--- src/rtl/fcca_pkg.sv ---
// Shared types, codes and constants of the cluster chain allocator.
package fcca_pkg;

  localparam int MAX_CLUSTERS_DEF = 8192;

  localparam logic [13:0] CLUSTER_COUNT_RST = 14'd640;
  localparam logic [12:0] TABLE_CLUSTER_RST = 13'd1;
  localparam logic [12:0] ROOT_CLUSTER_RST  = 13'd2;

  localparam logic [15:0] END_MARK  = 16'hFFFF;
  localparam logic [15:0] FREE_MARK = 16'h0000;

  typedef enum logic [2:0] {
    OP_ALLOC  = 3'd0,
    OP_EXTEND = 3'd1,
    OP_FREE   = 3'd2,
    OP_READ   = 3'd3,
    OP_WRITE  = 3'd4,
    OP_COUNT  = 3'd5
  } op_t;

  typedef enum logic [1:0] {
    ST_OK     = 2'd0,
    ST_FULL   = 2'd1,
    ST_RANGE  = 2'd2,
    ST_BROKEN = 2'd3
  } status_t;

  typedef enum logic [1:0] {
    CFG_CLUSTER_COUNT = 2'd0,
    CFG_TABLE_CLUSTER = 2'd1,
    CFG_ROOT_CLUSTER  = 2'd2
  } cfg_reg_t;

  typedef enum logic [3:0] {
    MEM_IDLE,
    MEM_CLEAR,
    MEM_SCAN,
    MEM_RD_IDX,
    MEM_WR_IDX_VAL,
    MEM_WR_IDX_FOUND,
    MEM_WR_FOUND_END,
    MEM_RD_CUR,
    MEM_WR_CUR_ZERO
  } mem_act_t;

  typedef struct packed {
    logic [2:0]  op;
    logic [12:0] index;
    logic [15:0] value;
  } fcca_in_t;

  typedef struct packed {
    logic [1:0]  status;
    logic [12:0] cluster;
    logic [15:0] entry;
    logic [13:0] free_count;
  } fcca_out_t;

  typedef struct packed {
    logic     accept;
    logic     scan_init;
    logic     free_init;
    logic     load_out;
    mem_act_t mem;
    status_t  status;
  } fcca_cmd_t;

  typedef struct packed {
    op_t  op;
    logic clr_last;
    logic idx_ok;
    logic scan_hit;
    logic scan_end;
    logic free_stop;
    logic rd_zero;
    logic rd_end;
    logic out_free;
  } fcca_sts_t;

endpackage

--- src/rtl/fcca_ctrl.sv ---
// Controller: sequences clearing, scans, chain walks and result hand-off.
module fcca_ctrl import fcca_pkg::*; (
  input  logic      clk,
  input  logic      rst_n,
  input  logic      in_valid,
  output logic      in_stall,
  input  fcca_sts_t sts,
  output fcca_cmd_t cmd
);

  typedef enum logic [3:0] {
    S_CLEAR,
    S_IDLE,
    S_DISPATCH,
    S_SCAN,
    S_EXT_LINK,
    S_ALLOC_MARK,
    S_FREE_RD,
    S_FREE_CHK,
    S_READ_WAIT,
    S_FINISH
  } state_t;

  state_t  state_r, state_nxt;
  status_t st_r, st_nxt;

  always_comb begin
    state_nxt     = state_r;
    st_nxt        = st_r;
    cmd.accept    = 1'b0;
    cmd.scan_init = 1'b0;
    cmd.free_init = 1'b0;
    cmd.load_out  = 1'b0;
    cmd.mem       = MEM_IDLE;
    cmd.status    = st_r;
    unique case (state_r)
      S_CLEAR: begin
        cmd.mem = MEM_CLEAR;
        if (sts.clr_last) begin
          state_nxt = S_IDLE;
        end
      end
      S_IDLE: begin
        if (in_valid) begin
          cmd.accept = 1'b1;
          st_nxt     = ST_OK;
          state_nxt  = S_DISPATCH;
        end
      end
      S_DISPATCH: begin
        unique case (sts.op)
          OP_ALLOC, OP_COUNT: begin
            cmd.scan_init = 1'b1;
            state_nxt     = S_SCAN;
          end
          OP_EXTEND: begin
            if (sts.idx_ok) begin
              cmd.scan_init = 1'b1;
              state_nxt     = S_SCAN;
            end else begin
              st_nxt    = ST_RANGE;
              state_nxt = S_FINISH;
            end
          end
          OP_FREE: begin
            if (sts.idx_ok) begin
              cmd.free_init = 1'b1;
              state_nxt     = S_FREE_RD;
            end else begin
              st_nxt    = ST_RANGE;
              state_nxt = S_FINISH;
            end
          end
          OP_READ: begin
            if (sts.idx_ok) begin
              cmd.mem   = MEM_RD_IDX;
              state_nxt = S_READ_WAIT;
            end else begin
              st_nxt    = ST_RANGE;
              state_nxt = S_FINISH;
            end
          end
          OP_WRITE: begin
            if (sts.idx_ok) begin
              cmd.mem = MEM_WR_IDX_VAL;
            end else begin
              st_nxt = ST_RANGE;
            end
            state_nxt = S_FINISH;
          end
          default: begin
            state_nxt = S_FINISH;
          end
        endcase
      end
      S_SCAN: begin
        cmd.mem = MEM_SCAN;
        if (sts.op == OP_COUNT) begin
          if (sts.scan_end) begin
            state_nxt = S_FINISH;
          end
        end else if (sts.scan_hit) begin
          state_nxt = (sts.op == OP_EXTEND) ? S_EXT_LINK : S_ALLOC_MARK;
        end else if (sts.scan_end) begin
          st_nxt    = ST_FULL;
          state_nxt = S_FINISH;
        end
      end
      S_EXT_LINK: begin
        cmd.mem   = MEM_WR_IDX_FOUND;
        state_nxt = S_ALLOC_MARK;
      end
      S_ALLOC_MARK: begin
        cmd.mem   = MEM_WR_FOUND_END;
        state_nxt = S_FINISH;
      end
      S_FREE_RD: begin
        if (sts.free_stop) begin
          st_nxt    = ST_BROKEN;
          state_nxt = S_FINISH;
        end else begin
          cmd.mem   = MEM_RD_CUR;
          state_nxt = S_FREE_CHK;
        end
      end
      S_FREE_CHK: begin
        if (sts.rd_zero) begin
          st_nxt    = ST_BROKEN;
          state_nxt = S_FINISH;
        end else begin
          cmd.mem   = MEM_WR_CUR_ZERO;
          state_nxt = sts.rd_end ? S_FINISH : S_FREE_RD;
        end
      end
      S_READ_WAIT: begin
        state_nxt = S_FINISH;
      end
      S_FINISH: begin
        if (sts.out_free) begin
          cmd.load_out = 1'b1;
          state_nxt    = S_IDLE;
        end
      end
      default: begin
        state_nxt = S_IDLE;
      end
    endcase
  end

  always_ff @(posedge clk) begin
    if (!rst_n) begin
      state_r <= S_CLEAR;
      st_r    <= ST_OK;
    end else begin
      state_r <= state_nxt;
      st_r    <= st_nxt;
    end
  end

  assign in_stall = state_r != S_IDLE;

endmodule

--- config.mk ---
export PLATFORM = sky130hd
export DESIGN_NAME = fcca_ctrl
export DESIGN_NICKNAME = d
export VERILOG_FILES = /design/src/rtl/fcca_pkg.sv /design/src/rtl/fcca_ctrl.sv
export SDC_FILE = /design/constraint.sdc
export NUM_CORES = 1
export LEC_CHECK = 0
export BUFFER_PORTS_ARGS = -buffer_cell sky130_fd_sc_hd__buf_4
export CAP_MARGIN = 20
export CORE_ASPECT_RATIO = 0.9
export CORE_MARGIN = 8
export CORE_UTILIZATION = 45
export CTS_CLUSTER_DIAMETER = 30
export DETAILED_ROUTE_END_ITERATION = 12
export GPL_TIMING_DRIVEN = 0
export PLACE_DENSITY = 0.74
export SLEW_MARGIN = 20
export SYNTH_ARGS = -nofsm -noshare
export SYNTH_HDL_FRONTEND = slang
export SYNTH_SLANG_ARGS = --single-unit
--- constraint.sdc ---
create_clock -name clk -period 2.1 [get_ports clk]
set_input_delay 0.105 -clock clk [delete_from_list [all_inputs] [get_ports clk]]
set_output_delay 0.105 -clock clk [all_outputs]
set_load 0.05 [all_outputs]
# After elaboration in Yosys (flattened, before gate mapping)
# Index checks and enable logic that the tools add are counted.
# totals
register_bits,6
input_bits,14
out_inout_bits,11
wordCells,73
# op_classes
eq_ne,25
muxes,38
reduce_logical,8
# ops
op,n
two-way mux 4 bit,12
one-hot mux 4 bit (9 select lines),1
one-hot mux 4 bit (7 select lines),1
two-way mux 2 bit,10
!= test 2 bit (second input constant),10
== test 4 x 3 -> 1 bit (second input constant),4
one-hot mux 4 bit (4 select lines),1
one-hot mux 2 bit (5 select lines),1
AND reduction 9 bit,1
== test 4 x 2 -> 1 bit (second input constant),2
== test 4 bit (second input constant),2
two-way mux 1 bit,8
== test 3 x 2 -> 1 bit (second input constant),2
== test 3 bit (second input constant),2
two-way mux 3 bit,2
one-hot mux 3 bit (2 select lines),1
nonzero test 5 bit,1
== test 4 x 1 -> 1 bit (second input constant),1
logical NOT 4 bit,1
!= test 4 x 1 -> 1 bit (second input constant),1
OR reduction 2 bit,2
OR reduction 4 bit,1
== test 3 x 1 -> 1 bit (second input constant),1
logical NOT 3 bit,1
2 further kinds,2

# Logic depth before layout (Yosys ltp)
# Gate-level depths: netlist of run 1.
# depth
word_depth,5
depth_mapped,7

# Worst setup path after synthesis of run 1
# No wires, ideal clock.
# synth_path
path_type,reg-to-output
start,reg state_r[3]
end,out cmd[4] (netlist bit)
arrival_time_ns,2.730
required_time_ns,1.995
path_slack_ns,-0.735
path_stages_with_launch,5
n_path_buf,2
cell_sequence,dfxtp_1 > buf_2 > or4b_4 > buf_6 > o41ai_1
# synth_rtl
element,line_no,rtl
from (decl),fcca_ctrl.sv:24,"state_t state_r, state_nxt;"
from (signal assigned),fcca_ctrl.sv:155,state_r <= state_nxt;
to (decl),fcca_ctrl.sv:8,output fcca_cmd_t cmd

==> results of run 1 <==
==> through the flow <==
step           power (mW)  utilization [%]  TNS [ns]  hold WS, ns  cell area [um2]
5_1_grt            0.4381            62.72         0       0.1383            999.7
3_3_place_gp       0.2970            61.07         0       0.3749            973.4
3_5_place_dp       0.3017            61.07         0       0.3856            973.4
2_1_floorplan      0.2395                -   -0.1124       0.2225            763.2
4_1_cts            0.4138            62.17         0       0.1410            991.0
6_report           0.4132            62.72         0       0.1395            999.7
==> per-layer routing <==
metal	global-route usage (%)	vias up	routed length (um)
li1	-	434	-
met1	17.29	396	1012
met2	25.27	33	1091
met3	4.225	4	152
met4	3.659	0	36
met5	0	-	0
==> worst reg2reg max path: stages, from the launching register on <==
cell,delay [ns]
dfxtp_1,0.36
clkbuf_2,0.24
buf_2,0.26
nor2_1,0.07
nand2_1,0.12
nor3b_1,0.41
mux2i_1,0.24
==> power breakdown <==
part	leakage [nW]	internal (mW)	total [mW]	switching, mW
combinational	0.365	0.0730	0.184	0.111
sequential	0.0487	0.118	0.121	0.00281
clock	0.0138	0.0648	0.109	0.0438
==> cell usage after synthesis, types with 2 or more instances <==
cell type / instances
and3_1: 2
and3b_1: 2
nand3_1: 3
buf_6: 2
nor2_1: 10
buf_2: 3
o22ai_1: 3
o21a_1: 3
nand3b_1: 3
nand2_1: 14
mux2i_1: 3
nand2b_1: 3
nor3b_1: 5
nor2b_1: 3
inv_1: 4
dfxtp_1: 6
clkbuf_1: 4
o21ai_0: 2
a21oi_1: 7
==> flip-flops by register name (all words and copies together) (netlist names) <==
name,cells
st_r,2
state_r,4
==> logic make-up after synthesis <==
kind of cell,after synthesis
flops,6
compound gates,29
xor+xnor,1
buf+inv,13
mux,3
simple gates,51
==> layout make-up <==
| cell class | instances | area [um2] |
|---|---|---|
| Buffer | 8 | 51.30 |
| Sequential cell | 6 | 120.1 |
| Timing Repair Buffer | 24 | 183.9 |
| Fill cell | 153 | 594.3 |
| Tap cell | 24 | 30.03 |
| Multi-Input combinational cell | 84 | 576.8 |
| Clock buffer | 3 | 22.52 |
| Inverter | 4 | 15.01 |
==> worst max path at each step <==
stage	to	slack, ns	depth (start not counted)
after CTS	cmd[2]	0.02	7
after global routing	cmd[2]	0.008	7
after floorplan	cmd[4]	-0.06	4
final	cmd[2]	0.07	7
after global placement	cmd[2]	0.24	8
after detailed placement	st_r[0]	0.20	6
==> repair_timing <==
item,4_1_cts,5_1_grt
setup endpoints to repair,1,4
setup buffers,0,0
pin swaps,0,2
gates resized for setup,2,4
==> results.toml, run 1 <==
[detailed_routing]
drt_iter0_markers = 28
wl_per_cell_um = 14.98
antenna_left = 0
vias_per_cell = 5.667
drt_drc_violations_left = 0
drt_wl_total_um = 2292
dr.pass1.iters = 4
vias = 867

[worst_setup_path]
crit_fanout = 8
crit_buf_inv = 2
cp_top_family = "simple AND/OR/NAND/NOR gates"
critPathRequiredTime_ns = 2.00
cp-startpoint = "state_r[2]"
arrival_ns = 1.92
max_stage_delay_ns = 0.60
cp-end-kind = "output port"
reg2reg_depth = 6
crit_slowest_cell = "or4b_4"
rrSetupSlack_ns = 0.32
cp_common_cell = "buf_6"
timing.critical_path.from_type = "flop"
r2r_start = "state_r[0]"
path_cells = "buf_6 -> or4b_4 -> nor2_2 -> nand3_2 -> o21a_1 -> a21oi_2 -> buf_6"
r2r-end = "st_r[0]"
path_class = "reg2out"

[floorplan]
core_um2 = 1594
die_h_um = 54.30
die_w_um = 58.55
die_area_um2 = 3179
pin_count = 25
rows = 14
start_util_pct = 46.00

[pwr]
p_per_area_nw_per_um2 = 413.3
ir_worst_vdd_mv = 0.3760
leakagePower_nw = 0.4272

[final_layout]
fin_cells = 153
final_nets = 145
num_antenna_cells = 0
layout_common_cells = "buf_4 (24), nand2_1 (14), nor2_1 (9), a21oi_1 (6), dfxtp_1 (6)"
layout_commonest_cell = "buf_4"
drive_above_1_share_pct = 31.78
synthToLayoutAreaGrowth_pct = 36.35

[clock_tree]
clk-insertion-delay-late_ns = 0.24
cts_buffers = 3
hold_buffers = 0
cts_sinks = 6
cts-root-buf = "clkbuf_4"
ctsHtreeMaxLevel = 1
cts_tree = "yes"
clock_path_buffers = 2
clk_pin_slew_worst_paths_ns = 0.04

[synth]
ys_types = 40
synth-compound-area-share_pct = 28.16
synth_edf_count = 0
ys_warn_count = 0
synth_area_leaders = "dfxtp_1 (16%), nand2_1 (7.2%), nor2_1 (5.1%)"
synth_top_family_by_area = "simple AND/OR/NAND/NOR gates"
synth_top_cell_area_share_pct = 16.38
yosysSeqAreaShare_pct = 16.38
synth_mux_area_share_pct = 4.096
synth_area_per_cell_um2 = 7.118
ys.flop_type = "dfxtp_1"
synthCells = 103
synth_xor_area_share_pct = 1.195
async_reset_ff_share_pct = 0
syn_nets = 117
yosys.area.top_type = "dfxtp_1"
synth-adder-area-share_pct = 0
netlist_area_um2 = 733.2
synth_simple_gate_area_share_pct = 40.96
synth-seq-cells = 6

[timing]
fin_ws_ns = 0.07477
period_share_pct = 96.44
hold_viol_final = 0
tightest_slew_ns = 0.4621
fin_skew_ns = 0.008078
fin_crit_ns = 2.025
slew-limit-headroom_pct = 69.19
drv_slew = 0
clock.fmax_ghz = 0.4938
finalSetupViolations = 0
rsz0062_at_grt = "no"

[global_route]
grt_util_all_layers_pct = 14.51
grt-ovfl-total = 0
grt_pass1_wl_um = 3622
antenna_found_initial = 0
grt_pass1_vias = 780
grt_max_degree = 11

[place]
place_congestion = 0.8152
dp_slack_ns = 0.2037
dp_hpwl_um = 1839
io_buffer_count = 24
dp_cells = 151

[outcome]
status = "completed"

[worst_hold_path]
min-delay-start = "rst_n"
min_path_cells = 2
worstHoldPathType = "in2reg"
min_to = "state_r[2]"

[job]
max_cap_violations = 0
No activity file was read; power rests on OpenSTA's default activity.
==> run 2, diff against run 1 <==
==> constraint.sdc (replaced) <==
create_clock -name clk -period 2.3 [get_ports clk]
set_input_delay 0.115 -clock clk [delete_from_list [all_inputs] [get_ports clk]]
set_output_delay 0.115 -clock clk [all_outputs]
set_load 0.05 [all_outputs]
==> results.toml, run 2 (synthesized netlist as in run 1, its figures left out) <==
[global_route]
antenna_found_initial = 0
grt_util_all_layers_pct = 14.56
grt-ovfl-total = 0
grt_max_degree = 11
grt_pass1_vias = 777
grt_pass1_wl_um = 3546

[worst_setup_path]
max_stage_delay_ns = 0.53
path_cells = "buf_2 -> or4b_4 -> buf_6 -> nor2_1 -> nand3_1 -> o21a_1 -> a21oi_1 -> buf_4"
reg2reg_depth = 6
timing.critical_path.from_type = "flop"
rrSetupSlack_ns = 0.39
r2r-end = "st_r[0]"
path_class = "reg2out"
crit_slowest_cell = "or4b_4"
arrival_ns = 2.07
crit_fanout = 9
r2r_start = "state_r[0]"
critPathRequiredTime_ns = 2.18
cp-end-kind = "output port"

[final_layout]
largest_reg_flops = 4
drive_above_1_share_pct = 29.23
reg_top3 = "state_r: 4 flops, st_r: 2 flops"
multi_input_area_um2 = 559.3
fin_util_pct = 61.46
layout_common_cells = "buf_4 (24), nand2_1 (14), nor2_1 (10), a21oi_1 (7), dfxtp_1 (6)"
final_nets = 146
fillers = 163
layout_commonest_cell = "buf_4"
largest-register = "state_r"
stdcell_area_um2 = 979.7
num_antenna_cells = 0
synthToLayoutAreaGrowth_pct = 33.62
seqCellArea_um2 = 120.1

[timing]
drv_slew = 0
fin_skew_ns = 0.008925
setup_tns_ns = 0
hold_viol_final = 0
fin_ws_ns = 0.1183
tightest_slew_ns = 0.4500
slew-limit-headroom_pct = 69.93
rsz0062_at_grt = "no"
period_share_pct = 94.86
finalSetupViolations = 0
fin_crit_ns = 2.182
clock.fmax_ghz = 0.4584

[job]
max_cap_violations = 0

[floorplan]
die_area_um2 = 3179
die_w_um = 58.55
core_um2 = 1594
rows = 14
pin_count = 25
die_h_um = 54.30
start_util_pct = 46.00

[worst_hold_path]
worstHoldPathType = "in2reg"
min_path_cells = 2
min-delay-start = "rst_n"
min_to = "state_r[3]"

[outcome]
status = "completed"

[pwr]
p_total_uw = 372.1
p_per_area_nw_per_um2 = 379.8
leakagePower_nw = 0.4172
ir_worst_vdd_mv = 0.3845

[place]
io_buffer_count = 24
place_area_um2 = 957.2
place_congestion = 0.8690
dp_slack_ns = 0.3944
dp_hpwl_um = 1759

[clock_tree]
cts-root-buf = "clkbuf_4"
cts_buffers = 3
hold_buffers = 0
cts_setup_buffers = 0
cts_tree = "yes"
clk_pin_slew_worst_paths_ns = 0.05
clock_path_buffers = 2
cts_sinks = 6
clk-insertion-delay-late_ns = 0.26
cts-resized-gates = 0
ctsHtreeMaxLevel = 1

[detailed_routing]
drt_wl_total_um = 2249
vias = 859
dr.pass1.iters = 4
wl_per_cell_um = 14.60
drt_drc_violations_left = 0
antenna_left = 0
drt_iter0_markers = 21
vias_per_cell = 5.578
==> run 2: layer usage <==
layer	vias up	wire (um)	track usage, %
met4	0	17	5.691
met1	399	1013	17.15
met5	-	0	0
met3	3	107	4.460
met2	21	1110	24.54
li1	436	-	-
==> run 2: how the worst max path moves through the flow <==
stage | slack, ns | endpoint | start | cells past startpoint
2_1_floorplan | 0.04 | cmd[2] | state_r[3] | 7
3_3_place_gp | 0.41 | cmd[2] | state_r[3] | 8
3_5_place_dp | 0.39 | cmd[2] | state_r[3] | 8
4_1_cts | 0.11 | cmd[2] | state_r[3] | 8
5_1_grt | 0.03 | cmd[2] | state_r[3] | 8
6_report | 0.12 | cmd[2] | state_r[3] | 8
==> run 2: final cells by class <==
| class | instances | share of cell area (%) |
|---|---|---|
| well taps | 24 | 3.065 |
| repair buffers | 24 | 18.39 |
| multi-input cells | 84 | 57.09 |
| inverters | 4 | 1.533 |
| plain buffers | 9 | 5.364 |
| flip-flops and latches | 6 | 12.26 |
| clock buffers | 3 | 2.299 |
==> run 2: per-stage QoR <==
step	cells	hold slack [ns]
floorplan	103	0.2325
global placement	151	0.3843
detailed placement	151	0.3866
CTS	154	0.1207
global route	154	0.1215
finish	154	0.1216
==> run 2: worst max-delay path, delay by kind of cell, from the launching register on <==
family	cells	cell delay, ns
AO/OA/AOI/OAI	2	0.25
flip-flops	1	0.29
buffers and inverters	3	0.54
AND/OR/NAND/NOR	3	0.73
==> run 2: report_power, final <==
part	total, mW	switching, mW	leakage [nW]	internal, mW
combinational	0.162	0.0988	0.355	0.0630
sequential	0.110	0.00229	0.0487	0.108
clock	0.100	0.0410	0.0138	0.0592
==> run 3, diff against run 2 <==
--- a/config.mk
+++ b/config.mk
@@ -5,6 +5,8 @@
 export SDC_FILE = /design/constraint.sdc
 export NUM_CORES = 1
 export LEC_CHECK = 0
+export ABC_AREA = 1
+export ABC_CLOCK_PERIOD_IN_PS = 2300
 export BUFFER_PORTS_ARGS = -buffer_cell sky130_fd_sc_hd__buf_4
 export CAP_MARGIN = 20
 export CORE_ASPECT_RATIO = 0.9
@@ -13,7 +15,7 @@
 export CTS_CLUSTER_DIAMETER = 30
 export DETAILED_ROUTE_END_ITERATION = 12
 export GPL_TIMING_DRIVEN = 0
-export PLACE_DENSITY = 0.74
+export PLACE_DENSITY = 0.75
 export SLEW_MARGIN = 20
 export SYNTH_ARGS = -nofsm -noshare
 export SYNTH_HDL_FRONTEND = slang
==> results.toml, run 3 <==
[clock_tree]
cts-resized-gates = 0
cts_sinks = 6
clk-insertion-delay-late_ns = 0.25
clk_pin_slew_worst_paths_ns = 0.04
cts_buffers = 3
cts_setup_buffers = 0
ctsHtreeMaxLevel = 1
hold_buffers = 0
cts_tree = "yes"
cts-root-buf = "clkbuf_4"
clock_path_buffers = 2

[synth]
yosysSeqAreaShare_pct = 18.08
syn_nets = 139
ys_warn_count = 0
synthCells = 125
synth-seq-cells = 6
post-synth-top-count-cell = "nand2_1"
synth_edf_count = 0
async_reset_ff_share_pct = 0
netlist_area_um2 = 664.4
synth_top_cell_area_share_pct = 18.08
ys.flop_type = "dfxtp_1"
yosys.area.top_type = "dfxtp_1"
synth_area_leaders = "dfxtp_1 (18%), nand2_1 (14%), nor2_1 (13%)"
synthTopCellsByCount = "nand2_1 (25), nor2_1 (23), inv_1 (20), nand3_1 (16)"
synth_area_per_cell_um2 = 5.315
ys_types = 21

[place]
dp_hpwl_um = 1693
place_congestion = 0.8514
io_buffer_count = 24

[final_layout]
largest_reg_flops = 4
synthToLayoutAreaGrowth_pct = 33.33
num_antenna_cells = 0
fillers = 149
final_nets = 168
reg_top3 = "state_r: 4 flops, st_r: 2 flops"
seqCellArea_um2 = 120.1
largest-register = "state_r"
layout_common_cells = "nand2_1 (25), buf_4 (24), nor2_1 (23), inv_1 (20), nand3_1 (16)"
drive_above_1_share_pct = 25.00
multi_input_area_um2 = 454.2
layout_commonest_cell = "nand2_1"

[detailed_routing]
drt_drc_violations_left = 0
dr.pass1.iters = 4
wl_per_cell_um = 11.95
vias = 878
vias_per_cell = 5.257
drt_wl_total_um = 1996
drt_iter0_markers = 27
antenna_left = 0

[floorplan]
start_util_pct = 46.95
die_w_um = 56.50
rows = 13
die_h_um = 52.45
die_area_um2 = 2963
pin_count = 25
core_um2 = 1415

[worst_setup_path]
cp-end-kind = "output port"
path_class = "reg2out"
crit_fanout = 4
timing.critical_path.from_type = "flop"
critPathRequiredTime_ns = 2.18
arrival_ns = 1.55

[timing]
hold_viol_final = 0
rsz0062_at_grt = "no"
fin_skew_ns = 0.008124
tightest_slew_ns = 0.3804
period_share_pct = 72.55
fin_crit_ns = 1.669
slew-limit-headroom_pct = 74.37
setup_tns_ns = 0
finalSetupViolations = 0
drv_slew = 0
whs_ns = 0.1168
clock.fmax_ghz = 0.5993

[outcome]
status = "completed"

[pwr]
p_per_area_nw_per_um2 = 519.2
ir_worst_vdd_mv = 0.4774
leakagePower_nw = 0.4943

[worst_hold_path]
worstHoldPathType = "in2reg"

[global_route]
busiest_layer = "met2"
grt_pass1_wl_um = 3263
grt_max_degree = 9
met1_usage_pct = 15.11
use_met2_pct = 23.54
grt_pass1_vias = 800
grt_util_all_layers_pct = 13.39
use_met3_pct = 3.155
antenna_found_initial = 0
grt-ovfl-total = 0

[job]
max_cap_violations = 0
## run 3: cell count changes after synthesis, sizes merged, moves of 3 or more
cell / previous run / this run
nor2: 10 / 27
o21ai: 2 / 7
o21a: 3 / 0
nor2b: 3 / 0
inv: 4 / 24
o22ai: 3 / 0
nand2: 14 / 27
nand3: 3 / 16
clkbuf: 4 / 0
nor3b: 5 / 0
nand2b: 3 / 0
buf: 5 / 0
mux2i: 3 / 0
## run 3: where the power goes
group	switching, mW	internal, mW
Combinational	0.155	0.0765
Sequential	0.00952	0.117
Clock	0.0429	0.0593
## run 3: kinds of logic (layout without fill, tap and decap cells)
group | after synthesis | count (layout) | synth area share [%]
and+or+nand+nor | 78 | 78 | 54.24
buffers and inverters | 24 | 51 | 13.56
AOI/OAI and AO/OA | 17 | 17 | 14.12
DFF | 6 | 6 | 18.08
## run 3: path summary, 6_finish.rpt
path / from / end / slack, ns / depth (start not counted)
worst max-delay path: state_r[0] / cmd[4] / 0.63 / 7
worst min-delay path: rst_n / st_r[0] / 0.12 / 3
worst max register to register: state_r[2] / st_r[1] / 0.95 / 8
worst min register to register: st_r[1] / st_r[1] / 0.49 / 2
## run 3: final cells by class
cell class / count / share of cell area [%]
inverter: 24 / 10.17
timing repair buffer: 24 / 20.34
sequential: 6 / 13.56
clock buffer: 3 / 2.542
tap: 15 / 2.119
multi-input combinational: 95 / 51.27
## run 3: per-stage QoR
stage / power, mW / worst slack, ns / cell area, um2 / std cells / utilization [%]
4_1_cts: 0.4640 / 0.6357 / 885.9 / 167 / 62.60
6_report: 0.4599 / 0.6314 / 885.9 / 167 / 62.60
3_3_place_gp: 0.3569 / 0.9604 / 863.3 / 164 / 61.01
2_1_floorplan: 0.2857 / 0.1068 / 664.4 / 125 / -
3_5_place_dp: 0.3594 / 0.9077 / 863.3 / 164 / 61.01
5_1_grt: 0.4935 / 0.5371 / 885.9 / 167 / 62.60
## run 3: routing by layer
layer	routed length [um]	up-vias
li1	-	460
met1	886	388
met2	969	26
met3	106	4
met4	34	0
met5	0	-
## run 3: critical path, cell delays in order, from the launching register on
cell,delay [ns]
dfxtp_1,0.37
inv_2,0.07
nor2_1,0.22
inv_1,0.10
nor2_1,0.15
inv_1,0.08
o211ai_1,0.09
buf_4,0.23
